<file path="src/hdl/otr_pkg.sv">
// otr_pkg: shared types, codes and constants of the overwriting trace ring
// used by every module of the ring but otr_ram; no dependencies
`timescale 1ns / 1ps
package otr_pkg;

  localparam int DEPTH_DEF    = 32;
  localparam int QDEPTH       = 2;
  localparam int OVF_FLAG_BIT = 10;
  localparam int REC_W        = 64;
  localparam logic [15:0] DROP_MAX = 16'hFFFF;
  localparam logic [15:0] CUR_MAX  = 16'hFFFF;

  typedef enum logic [1:0] {
    KIND_RECORD   = 2'd0,
    KIND_OVERFLOW = 2'd1,
    KIND_PEEK     = 2'd2,
    KIND_ACK      = 2'd3
  } kind_t;

  typedef enum logic [1:0] {
    OP_PUT  = 2'd0,
    OP_PEEK = 2'd1,
    OP_ACK  = 2'd2
  } op_t;

  // stored layout: stage 7:0, flags 15:8, tick 31:16, value 63:32
  typedef struct packed {
    logic [31:0] value;
    logic [15:0] tick;
    logic [7:0]  flags;
    logic [7:0]  stage;
  } rec_t;

  typedef struct packed {
    op_t         op;
    rec_t        rec;
    logic [15:0] arg;
  } cmd_t;

  typedef struct packed {
    logic full;
    logic empty;
  } q_stat_t;

endpackage

</file>
<file path="src/hdl/overwriting_trace_ring_core.sv">
// overwriting_trace_ring_core: top level of the overwriting trace ring
// depends on otr_pkg, otr_front, otr_queue, otr_back (and otr_ram below it)
// out_strobe is registered; record, overflow and acknowledge requests pass
//   the command queue and the back end, a peek also the registered ram read
// throughput: 1 request per cycle while busy is low; a peek holds the back end
//   through its ram read, busy rises once the 2-entry command queue is full;
//   results cannot stall; reset (sync, rst_n low) clears cursors, counters,
//   queue and stage register; store contents are undefined until written
`timescale 1ns / 1ps
module overwriting_trace_ring_core #(
  parameter int DEPTH = otr_pkg::DEPTH_DEF
) (
  input  logic                       clk,
  input  logic                       rst_n,
  // request side
  input  logic                       start,
  output logic                       busy,
  input  logic [1:0]                 in_kind,
  input  logic [7:0]                 in_stage,
  input  logic [7:0]                 in_flag_bits,
  input  logic [31:0]                in_payload_value,
  input  logic [15:0]                in_identity,
  input  logic [15:0]                in_overflow_payload,
  input  logic [15:0]                in_tick,
  input  logic [15:0]                in_peek_index,
  input  logic [15:0]                in_ack_count,
  // overflow stage code register
  input  logic                       cfg_valid,
  output logic                       cfg_ready,
  input  logic [7:0]                 cfg_data,
  // result side, one pulse per request
  output logic                       out_strobe,
  output logic                       out_peek_valid,
  output logic [7:0]                 out_stage,
  output logic [7:0]                 out_flags,
  output logic [15:0]                out_tick,
  output logic [31:0]                out_value,
  output logic [$clog2(DEPTH+1)-1:0] out_pending_count,
  output logic [15:0]                out_dropped_count
);
  import otr_pkg::*;

  q_stat_t q_stat;
  cmd_t    push_cmd;
  cmd_t    head_cmd;
  logic    push;
  logic    pop;
  rec_t    res_rec;

  // front: request decode, overflow record packing, stage register
  otr_front u_front (
    .clk                 (clk),
    .rst_n               (rst_n),
    .start               (start),
    .busy                (busy),
    .in_kind             (in_kind),
    .in_stage            (in_stage),
    .in_flag_bits        (in_flag_bits),
    .in_payload_value    (in_payload_value),
    .in_identity         (in_identity),
    .in_overflow_payload (in_overflow_payload),
    .in_tick             (in_tick),
    .in_peek_index       (in_peek_index),
    .in_ack_count        (in_ack_count),
    .cfg_valid           (cfg_valid),
    .cfg_ready           (cfg_ready),
    .cfg_data            (cfg_data),
    .q_full              (q_stat.full),
    .push                (push),
    .push_cmd            (push_cmd)
  );

  // decoupling queue, keeps request order
  otr_queue u_queue (
    .clk      (clk),
    .rst_n    (rst_n),
    .push     (push),
    .push_cmd (push_cmd),
    .pop      (pop),
    .head_cmd (head_cmd),
    .stat     (q_stat)
  );

  // back: cursors, drop counter, record store, result register
  otr_back #(
    .DEPTH (DEPTH)
  ) u_back (
    .clk               (clk),
    .rst_n             (rst_n),
    .q_empty           (q_stat.empty),
    .head_cmd          (head_cmd),
    .pop               (pop),
    .out_strobe        (out_strobe),
    .out_peek_valid    (out_peek_valid),
    .out_rec           (res_rec),
    .out_pending_count (out_pending_count),
    .out_dropped_count (out_dropped_count)
  );

  // record fields are zero unless a peek hit a pending record
  assign out_stage = res_rec.stage;
  assign out_flags = res_rec.flags;
  assign out_tick  = res_rec.tick;
  assign out_value = res_rec.value;

endmodule

</file>
<file path="src/hdl/otr_ram.sv">
// otr_ram: generic simple dual-port ram, one write and one registered read
// no package dependencies
`timescale 1ns / 1ps
module otr_ram #(
  parameter int WIDTH = 64,
  parameter int DEPTH = 32
) (
  input  logic                     clk,
  input  logic                     we,
  input  logic [$clog2(DEPTH)-1:0] waddr,
  input  logic [WIDTH-1:0]         wdata,
  input  logic [$clog2(DEPTH)-1:0] raddr,
  output logic [WIDTH-1:0]         rdata
);

  logic [WIDTH-1:0] mem [DEPTH];

  always_ff @(posedge clk) begin
    if (we) begin
      mem[waddr] <= wdata;
    end
    rdata <= mem[raddr];
  end

endmodule

</file>
<file path="src/hdl/otr_queue.sv">
// otr_queue: short command queue between the front and back parts
// depends on otr_pkg for cmd_t, q_stat_t and the queue depth
`timescale 1ns / 1ps
module otr_queue (
  input  logic           clk,
  input  logic           rst_n,
  input  logic           push,
  input  otr_pkg::cmd_t  push_cmd,
  input  logic           pop,
  output otr_pkg::cmd_t  head_cmd,
  output otr_pkg::q_stat_t stat
);
  import otr_pkg::*;

  localparam int QAW = $clog2(QDEPTH);
  localparam int QCW = $clog2(QDEPTH + 1);

  cmd_t            slot_r [QDEPTH];
  logic [QAW-1:0]  wptr_r, wptr_nxt;
  logic [QAW-1:0]  rptr_r, rptr_nxt;
  logic [QCW-1:0]  cnt_r, cnt_nxt;

  always_comb begin
    wptr_nxt = push ? wptr_r + 1'b1 : wptr_r;
    rptr_nxt = pop  ? rptr_r + 1'b1 : rptr_r;
    cnt_nxt  = cnt_r;
    if (push && !pop) begin
      cnt_nxt = cnt_r + 1'b1;
    end else if (pop && !push) begin
      cnt_nxt = cnt_r - 1'b1;
    end
  end

  always_ff @(posedge clk) begin
    if (!rst_n) begin
      wptr_r <= '0;
      rptr_r <= '0;
      cnt_r  <= '0;
    end else begin
      wptr_r <= wptr_nxt;
      rptr_r <= rptr_nxt;
      cnt_r  <= cnt_nxt;
    end
  end

  always_ff @(posedge clk) begin
    if (push) begin
      slot_r[wptr_r] <= push_cmd;
    end
  end

  assign head_cmd   = slot_r[rptr_r];
  assign stat.full  = (cnt_r == QCW'(QDEPTH));
  assign stat.empty = (cnt_r == '0);

endmodule

</file>
<file path="src/hdl/otr_front.sv">
// otr_front: takes requests, holds the overflow stage register and turns
// each request into a queue command; depends on otr_pkg
`timescale 1ns / 1ps
module otr_front (
  input  logic          clk,
  input  logic          rst_n,
  input  logic          start,
  output logic          busy,
  input  logic [1:0]    in_kind,
  input  logic [7:0]    in_stage,
  input  logic [7:0]    in_flag_bits,
  input  logic [31:0]   in_payload_value,
  input  logic [15:0]   in_identity,
  input  logic [15:0]   in_overflow_payload,
  input  logic [15:0]   in_tick,
  input  logic [15:0]   in_peek_index,
  input  logic [15:0]   in_ack_count,
  input  logic          cfg_valid,
  output logic          cfg_ready,
  input  logic [7:0]    cfg_data,
  input  logic          q_full,
  output logic          push,
  output otr_pkg::cmd_t push_cmd
);
  import otr_pkg::*;

  logic [7:0] ovf_stage_r, ovf_stage_nxt;

  assign cfg_ready     = 1'b1;
  assign ovf_stage_nxt = (cfg_valid && cfg_ready) ? cfg_data : ovf_stage_r;

  always_ff @(posedge clk) begin
    if (!rst_n) begin
      ovf_stage_r <= '0;
    end else begin
      ovf_stage_r <= ovf_stage_nxt;
    end
  end

  assign busy = q_full;
  assign push = start && !busy;

  always_comb begin
    push_cmd.op        = OP_PUT;
    push_cmd.rec.value = in_payload_value;
    push_cmd.rec.tick  = in_tick;
    push_cmd.rec.flags = in_flag_bits;
    push_cmd.rec.stage = in_stage;
    push_cmd.arg       = '0;
    case (kind_t'(in_kind))
      KIND_RECORD: begin
        push_cmd.op = OP_PUT;
      end
      KIND_OVERFLOW: begin
        // identity in the low half, raw payload in the high half
        push_cmd.op        = OP_PUT;
        push_cmd.rec.value = {in_overflow_payload, in_identity};
        push_cmd.rec.flags = {7'd0, in_identity[OVF_FLAG_BIT]};
        push_cmd.rec.stage = ovf_stage_r;
      end
      KIND_PEEK: begin
        push_cmd.op  = OP_PEEK;
        push_cmd.arg = in_peek_index;
      end
      KIND_ACK: begin
        push_cmd.op  = OP_ACK;
        push_cmd.arg = in_ack_count;
      end
      default: begin
        push_cmd.op = OP_PUT;
      end
    endcase
  end

endmodule

</file>
<file path="src/hdl/otr_back.sv">
// otr_back: executes queued commands on the record store and the cursors
// and registers the result; depends on otr_pkg and otr_ram
`timescale 1ns / 1ps
module otr_back #(
  parameter int DEPTH = otr_pkg::DEPTH_DEF
) (
  input  logic                       clk,
  input  logic                       rst_n,
  input  logic                       q_empty,
  input  otr_pkg::cmd_t              head_cmd,
  output logic                       pop,
  output logic                       out_strobe,
  output logic                       out_peek_valid,
  output otr_pkg::rec_t              out_rec,
  output logic [$clog2(DEPTH+1)-1:0] out_pending_count,
  output logic [15:0]                out_dropped_count
);
  import otr_pkg::*;

  localparam int AW       = $clog2(DEPTH);
  localparam int CW       = $clog2(DEPTH + 1);
  localparam int SW       = AW + 2;
  localparam int WRAP_REM = 65536 % DEPTH;
  localparam logic [SW-1:0] WRAP_ADJ = SW'(DEPTH - WRAP_REM);
  localparam logic [SW-1:0] DEPTH_S  = SW'(DEPTH);
  localparam logic [AW-1:0] LAST     = AW'(DEPTH - 1);
  localparam logic [CW-1:0] FULL_CNT = CW'(DEPTH);

  typedef enum logic [1:0] {
    S_RUN  = 2'b01,
    S_READ = 2'b10
  } state_t;

  // slot of (cursor + delta) mod 2^16 mod depth, given the cursor's slot
  function automatic logic [AW-1:0] slot_add(input logic [AW-1:0] slot,
                                             input logic [CW-1:0] delta,
                                             input logic          wrapped);
    logic [SW-1:0] t;
    t = SW'(slot) + SW'(delta) + (wrapped ? WRAP_ADJ : '0);
    if (t >= DEPTH_S) t = t - DEPTH_S;
    if (t >= DEPTH_S) t = t - DEPTH_S;
    return t[AW-1:0];
  endfunction

  function automatic logic [AW-1:0] slot_inc(input logic [AW-1:0] slot,
                                             input logic          wrapped);
    logic [AW-1:0] r;
    r = (wrapped || slot == LAST) ? '0 : slot + 1'b1;
    return r;
  endfunction

  state_t        state_r, state_nxt;
  logic [15:0]   wp_r, wp_nxt;
  logic [15:0]   fp_r, fp_nxt;
  logic [AW-1:0] wslot_r, wslot_nxt;
  logic [AW-1:0] fslot_r, fslot_nxt;
  logic [CW-1:0] cnt_r, cnt_nxt;
  logic [15:0]   drop_r, drop_nxt;
  logic          pv_r, pv_nxt;
  logic          strobe_r, strobe_nxt;
  logic          res_pv_r, res_pv_nxt;
  rec_t          res_rec_r, res_rec_nxt;

  logic          we;
  logic [AW-1:0] waddr, raddr;
  logic [REC_W-1:0] rdata;
  logic [16:0]   sum17;
  logic [CW-1:0] ack_amt;

  otr_ram #(
    .WIDTH (REC_W),
    .DEPTH (DEPTH)
  ) u_store (
    .clk   (clk),
    .we    (we),
    .waddr (waddr),
    .wdata (head_cmd.rec),
    .raddr (raddr),
    .rdata (rdata)
  );

  always_comb begin
    state_nxt   = state_r;
    wp_nxt      = wp_r;
    fp_nxt      = fp_r;
    wslot_nxt   = wslot_r;
    fslot_nxt   = fslot_r;
    cnt_nxt     = cnt_r;
    drop_nxt    = drop_r;
    pv_nxt      = pv_r;
    strobe_nxt  = 1'b0;
    res_pv_nxt  = 1'b0;
    res_rec_nxt = '0;
    pop         = 1'b0;
    we          = 1'b0;
    waddr       = wslot_r;
    raddr       = '0;
    sum17       = '0;
    ack_amt     = '0;
    case (state_r)
      S_RUN: begin
        if (!q_empty) begin
          pop = 1'b1;
          case (head_cmd.op)
            OP_PUT: begin
              we         = 1'b1;
              wp_nxt     = wp_r + 1'b1;
              wslot_nxt  = slot_inc(wslot_r, wp_r == CUR_MAX);
              strobe_nxt = 1'b1;
              if (cnt_r == FULL_CNT) begin
                // ring full: oldest record is lost
                fp_nxt    = fp_r + 1'b1;
                fslot_nxt = slot_inc(fslot_r, fp_r == CUR_MAX);
                if (drop_r != DROP_MAX) begin
                  drop_nxt = drop_r + 1'b1;
                end
              end else begin
                cnt_nxt = cnt_r + 1'b1;
              end
            end
            OP_ACK: begin
              ack_amt    = (head_cmd.arg > 16'(cnt_r)) ? cnt_r : CW'(head_cmd.arg);
              sum17      = {1'b0, fp_r} + 17'(ack_amt);
              fp_nxt     = sum17[15:0];
              fslot_nxt  = slot_add(fslot_r, ack_amt, sum17[16]);
              cnt_nxt    = cnt_r - ack_amt;
              strobe_nxt = 1'b1;
            end
            OP_PEEK: begin
              sum17     = {1'b0, fp_r} + {1'b0, head_cmd.arg};
              pv_nxt    = head_cmd.arg < 16'(cnt_r);
              raddr     = slot_add(fslot_r, CW'(head_cmd.arg), sum17[16]);
              state_nxt = S_READ;
            end
            default: begin
              strobe_nxt = 1'b1;
            end
          endcase
        end
      end
      S_READ: begin
        strobe_nxt  = 1'b1;
        res_pv_nxt  = pv_r;
        res_rec_nxt = pv_r ? rec_t'(rdata) : '0;
        state_nxt   = S_RUN;
      end
      default: begin
        state_nxt = S_RUN;
      end
    endcase
  end

  always_ff @(posedge clk) begin
    if (!rst_n) begin
      state_r  <= S_RUN;
      wp_r     <= '0;
      fp_r     <= '0;
      wslot_r  <= '0;
      fslot_r  <= '0;
      cnt_r    <= '0;
      drop_r   <= '0;
      strobe_r <= 1'b0;
    end else begin
      state_r  <= state_nxt;
      wp_r     <= wp_nxt;
      fp_r     <= fp_nxt;
      wslot_r  <= wslot_nxt;
      fslot_r  <= fslot_nxt;
      cnt_r    <= cnt_nxt;
      drop_r   <= drop_nxt;
      strobe_r <= strobe_nxt;
    end
  end

  always_ff @(posedge clk) begin
    pv_r      <= pv_nxt;
    res_pv_r  <= res_pv_nxt;
    res_rec_r <= res_rec_nxt;
  end

  assign out_strobe        = strobe_r;
  assign out_peek_valid    = res_pv_r;
  assign out_rec           = res_rec_r;
  assign out_pending_count = cnt_r;
  assign out_dropped_count = drop_r;

endmodule

</file>
<file path="config.mk">
export PLATFORM = sky130hd
export DESIGN_NAME = overwriting_trace_ring_core
export DESIGN_NICKNAME = d
export VERILOG_FILES = /design/src/hdl/otr_pkg.sv /design/src/hdl/overwriting_trace_ring_core.sv /design/src/hdl/otr_ram.sv /design/src/hdl/otr_queue.sv /design/src/hdl/otr_front.sv /design/src/hdl/otr_back.sv
export SDC_FILE = /design/constraint.sdc
export NUM_CORES = 2
export LEC_CHECK = 0
export BUFFER_PORTS_ARGS = -buffer_cell sky130_fd_sc_hd__buf_2
export CAP_MARGIN = 30
export CORE_MARGIN = 3
export CORE_UTILIZATION = 40
export DETAILED_ROUTE_END_ITERATION = 10
export REMOVE_ABC_BUFFERS = 1
export SYNTH_ARGS = -nofsm -noshare
export SYNTH_HDL_FRONTEND = slang
export SYNTH_SLANG_ARGS = --single-unit
export TNS_END_PERCENT = 5
</file>
<file path="constraint.sdc">
create_clock -name clk -period 9.8 [get_ports clk]
set_clock_uncertainty 0.15 [all_clocks]
set_input_delay 1.96 -clock clk [delete_from_list [all_inputs] [get_ports clk]]
set_output_delay 1.96 -clock clk [all_outputs]
set_load 0.1 [all_outputs]
</file>
==> impl_metrics.ini <==
[drt]
drt_iter0_drc = 7168
route.vias.total = 60500
wl_per_cell_um = 27.7
firstDrtPassIters = 6
drc = 0
routed_via_density = 5.92
wirelength_um = 283000
ant_nets = 0

[placement]
dp_cells = 9745
dp_slack_ns = 3.07
place.gp.congestion = 0.789
placed_area_mm2 = 0.101
dpl.hpwl_um = 144000
portBuffers = 230

[floorplanning]
core_area_mm2 = 0.239
pin_count = 232
dieArea_mm2 = 0.247
die_x_um = 497
start_util = 0.404
die_height_um = 497
num_rows = 179

[hold_path]
hold_depth = 1
min_to = u_back.out_rec[32]$_SDFF_PN0_
hp-start = u_back.u_store.rdata[32]$_DFF_P_
hp-class = reg -> reg

[yosys]
yosys_most_used_dff = edfxtp_1
yosys.cell_types.count = 79
synthCells = 6683
synth_top_area_frac = 0.689
ys_ff_latch = 2422
ys_async_sr_fraction = 0
yosys.area.top_type = edfxtp_1
syn_avg_cell_area_um2 = 14.4
yosysWarnings = 0
ys_seq_area_frac = 0.733
synth-edff-count = 2213
synth_area_leaders = edfxtp_1, dfxtp_1, mux2i_1
synth_area_mm2 = 0.0964

[power]
irDropWorstVdd_mv = 0.191
p_leak_nw = 37.7
p_total_mw = 28.8
powerDensity_mw_per_mm2 = 263

[layout]
nets = 7043
layout-drive-gt1-share = 0.134
area_growth_pct = 13.8
instances_no_fill = 10200
final_area_mm2 = 0.110
layout.cells.most_common_list = edfxtp_1, nor2_1, nand2_1, clkbuf_16, mux2i_1
n_fill_cell = 20800
layout_commonest_cell = edfxtp_1

[critical_path]
cp-end-kind = flip-flop
cp_data_required_time_ns = 10.38
ff2ff_setup_slack_ns = 3.01
timing.rr.end = u_back.u_store.rdata[63]$_DFF_P_
crit_fanout = 129
worstPathArrival_ns = 7.36
startpoint_type = flip-flop
reg2reg_depth = 14
crit_type = reg -> reg

[timing]
fin_crit_sh = 0.692
worst_pin_slew_ns = 1.08
drv_slew = 0
setup_viol = 0
fin_crit_ns = 6.79
fmax_mhz = 147
hold_violations = 0
timing.final.ws_setup_ns = 3.01
rsz0062_at_grt = false
slew_headroom = 0.270

[global_route]
grt_pass1_wl_um = 407000
track_usage = 0.222
antenna_found_initial = 13
grt.overflow.total = 0
grt_max_degree = 164
grt_pass1_vias = 58600

[clock_tree]
clk_pin_slew_worst_paths_ns = 0.06
clk_latency_ns = 0.93
cts-buffers-inserted = 276
hold_buffers = 0
postCtsSetupBuffers = 0
htreeDepth = 5
cts_resized = 0
clock-sinks = 2422
cts_tree = built
clockRootBuffer = clkbuf_16
cts.path.max_buffers = 4

[outcome]
status = completed

[flow_run]
cap_violations = 0
## sequential cells by signal, summed over array words and instances, names as in the netlist, 6 cells and up, named ones only
register and flops:
u_back.fp_r 16, u_back.out_dropped_count 16, u_back.out_pending_count 6, u_back.out_rec 64
u_back.u_store.mem 2048, u_back.u_store.rdata 64, u_back.wp_r 16, u_front.ovf_stage_r 8
u_queue.slot_r 164
## metal layers
metal,vias up,track usage,routed length [µm]
met2,2969,0.344,128000
met5,-,0,20
met4,2,0.0693,8250
li1,26200,-,-
met3,488,0.0381,25400
met1,30900,0.321,122000
## cell type report
type / count / area, µm² / area share
antenna: 6 / 15.0 / 0.000137
clock buffer: 366 / 7510 / 0.0685
clock inverter: 109 / 975 / 0.00888
inverter: 80 / 302 / 0.00275
multi-input combinational: 3696 / 23700 / 0.216
sequential: 2422 / 70600 / 0.644
tap: 3167 / 3960 / 0.0361
timing repair buffer: 383 / 2580 / 0.0236
## Yosys cell counts (31+ instances only)
| cell type | n |
|---|---|
| a221oi_1 | 76 |
| a32o_1 | 33 |
| o221ai_1 | 93 |
| nor2_1 | 652 |
| o21ai_0 | 169 |
| nand2b_1 | 100 |
| o22ai_1 | 121 |
| nor3b_1 | 74 |
| and3_1 | 149 |
| o31ai_1 | 40 |
| mux2i_1 | 271 |
| o211ai_1 | 144 |
| inv_1 | 79 |
| edfxtp_1 | 2213 |
| a2111oi_0 | 33 |
| a211oi_1 | 192 |
| o2111ai_1 | 34 |
| a221o_1 | 57 |
| nor3_1 | 33 |
| buf_4 | 32 |
| dfxtp_1 | 209 |
| clkbuf_1 | 306 |
| o21ai_1 | 31 |
| nand3_1 | 129 |
| a21oi_1 | 238 |
| nand2_1 | 523 |
| mux2_2 | 124 |
| a31oi_1 | 75 |
| ha_1 | 38 |
| buf_2 | 124 |
## worst max-delay path: stages (launching register included)
cell and delay (ns):
dfxtp_4 0.75, mux2i_1 0.35, inv_1 0.14, ha_4 0.37
o211a_2 0.19, buf_4 0.36, o21ai_4 0.38, buf_12 0.68
buf_4 0.64, buf_4 0.80, mux2_2 0.42, o2111ai_1 0.21
o31ai_1 0.11, a2111oi_0 0.83, a31oi_1 0.09
## metrics by stage
step	hold slack, ns	TNS [ns]	utilization
after floorplan	0.293	-1104.93	-
after global placement	0.303	0	0.423
after detailed placement	0.303	0	0.424
after CTS	0.313	0	0.459
after global routing	0.338	0	0.460
final	0.306	0	0.460
## worst max path at each step
| stage | startpoint | endpoint | slack, ns | depth (start not counted) |
|---|---|---|---|---|
| 3_3_place_gp | flip-flop | u_back.u_store.rdata[63]$_DFF_P_ | 3.14 | 14 |
| 6_report | flip-flop | u_back.u_store.rdata[63]$_DFF_P_ | 3.01 | 14 |
| 5_1_grt | flip-flop | u_back.u_store.rdata[63]$_DFF_P_ | 2.75 | 14 |
| 2_1_floorplan | flip-flop | u_back.u_store.rdata[12]$_DFF_P_ | -17.51 | 9 |
| 3_5_place_dp | flip-flop | u_back.u_store.rdata[63]$_DFF_P_ | 3.07 | 14 |
| 4_1_cts | flip-flop | u_back.u_store.rdata[63]$_DFF_P_ | 3.03 | 14 |
## cells by family (layout without fill, tap and decap cells)
group | count (synthesis) | count (layout) | synth area share
DFF | 2422 | 2422 | 0.733
and+or+nand+nor | 1781 | 1781 | 0.0849
AOI/OAI and AO/OA | 1429 | 1429 | 0.104
muxes | 397 | 397 | 0.0430
xor gates and xnor gates | 46 | 46 | 0.00434
buffers and inverters | 565 | 938 | 0.0250
other | 1 | 7 | 0.0000389
adders and majority gates | 42 | 42 | 0.00576
## report_power, final
part           switching (mW)  internal (mW)  total, mW
combinational            4.58           1.70       6.28
sequential              0.231           12.5       12.7
clock                    4.04           5.78       9.82
total                    8.86           20.0       28.8
(Power assumes the default switching activity.)
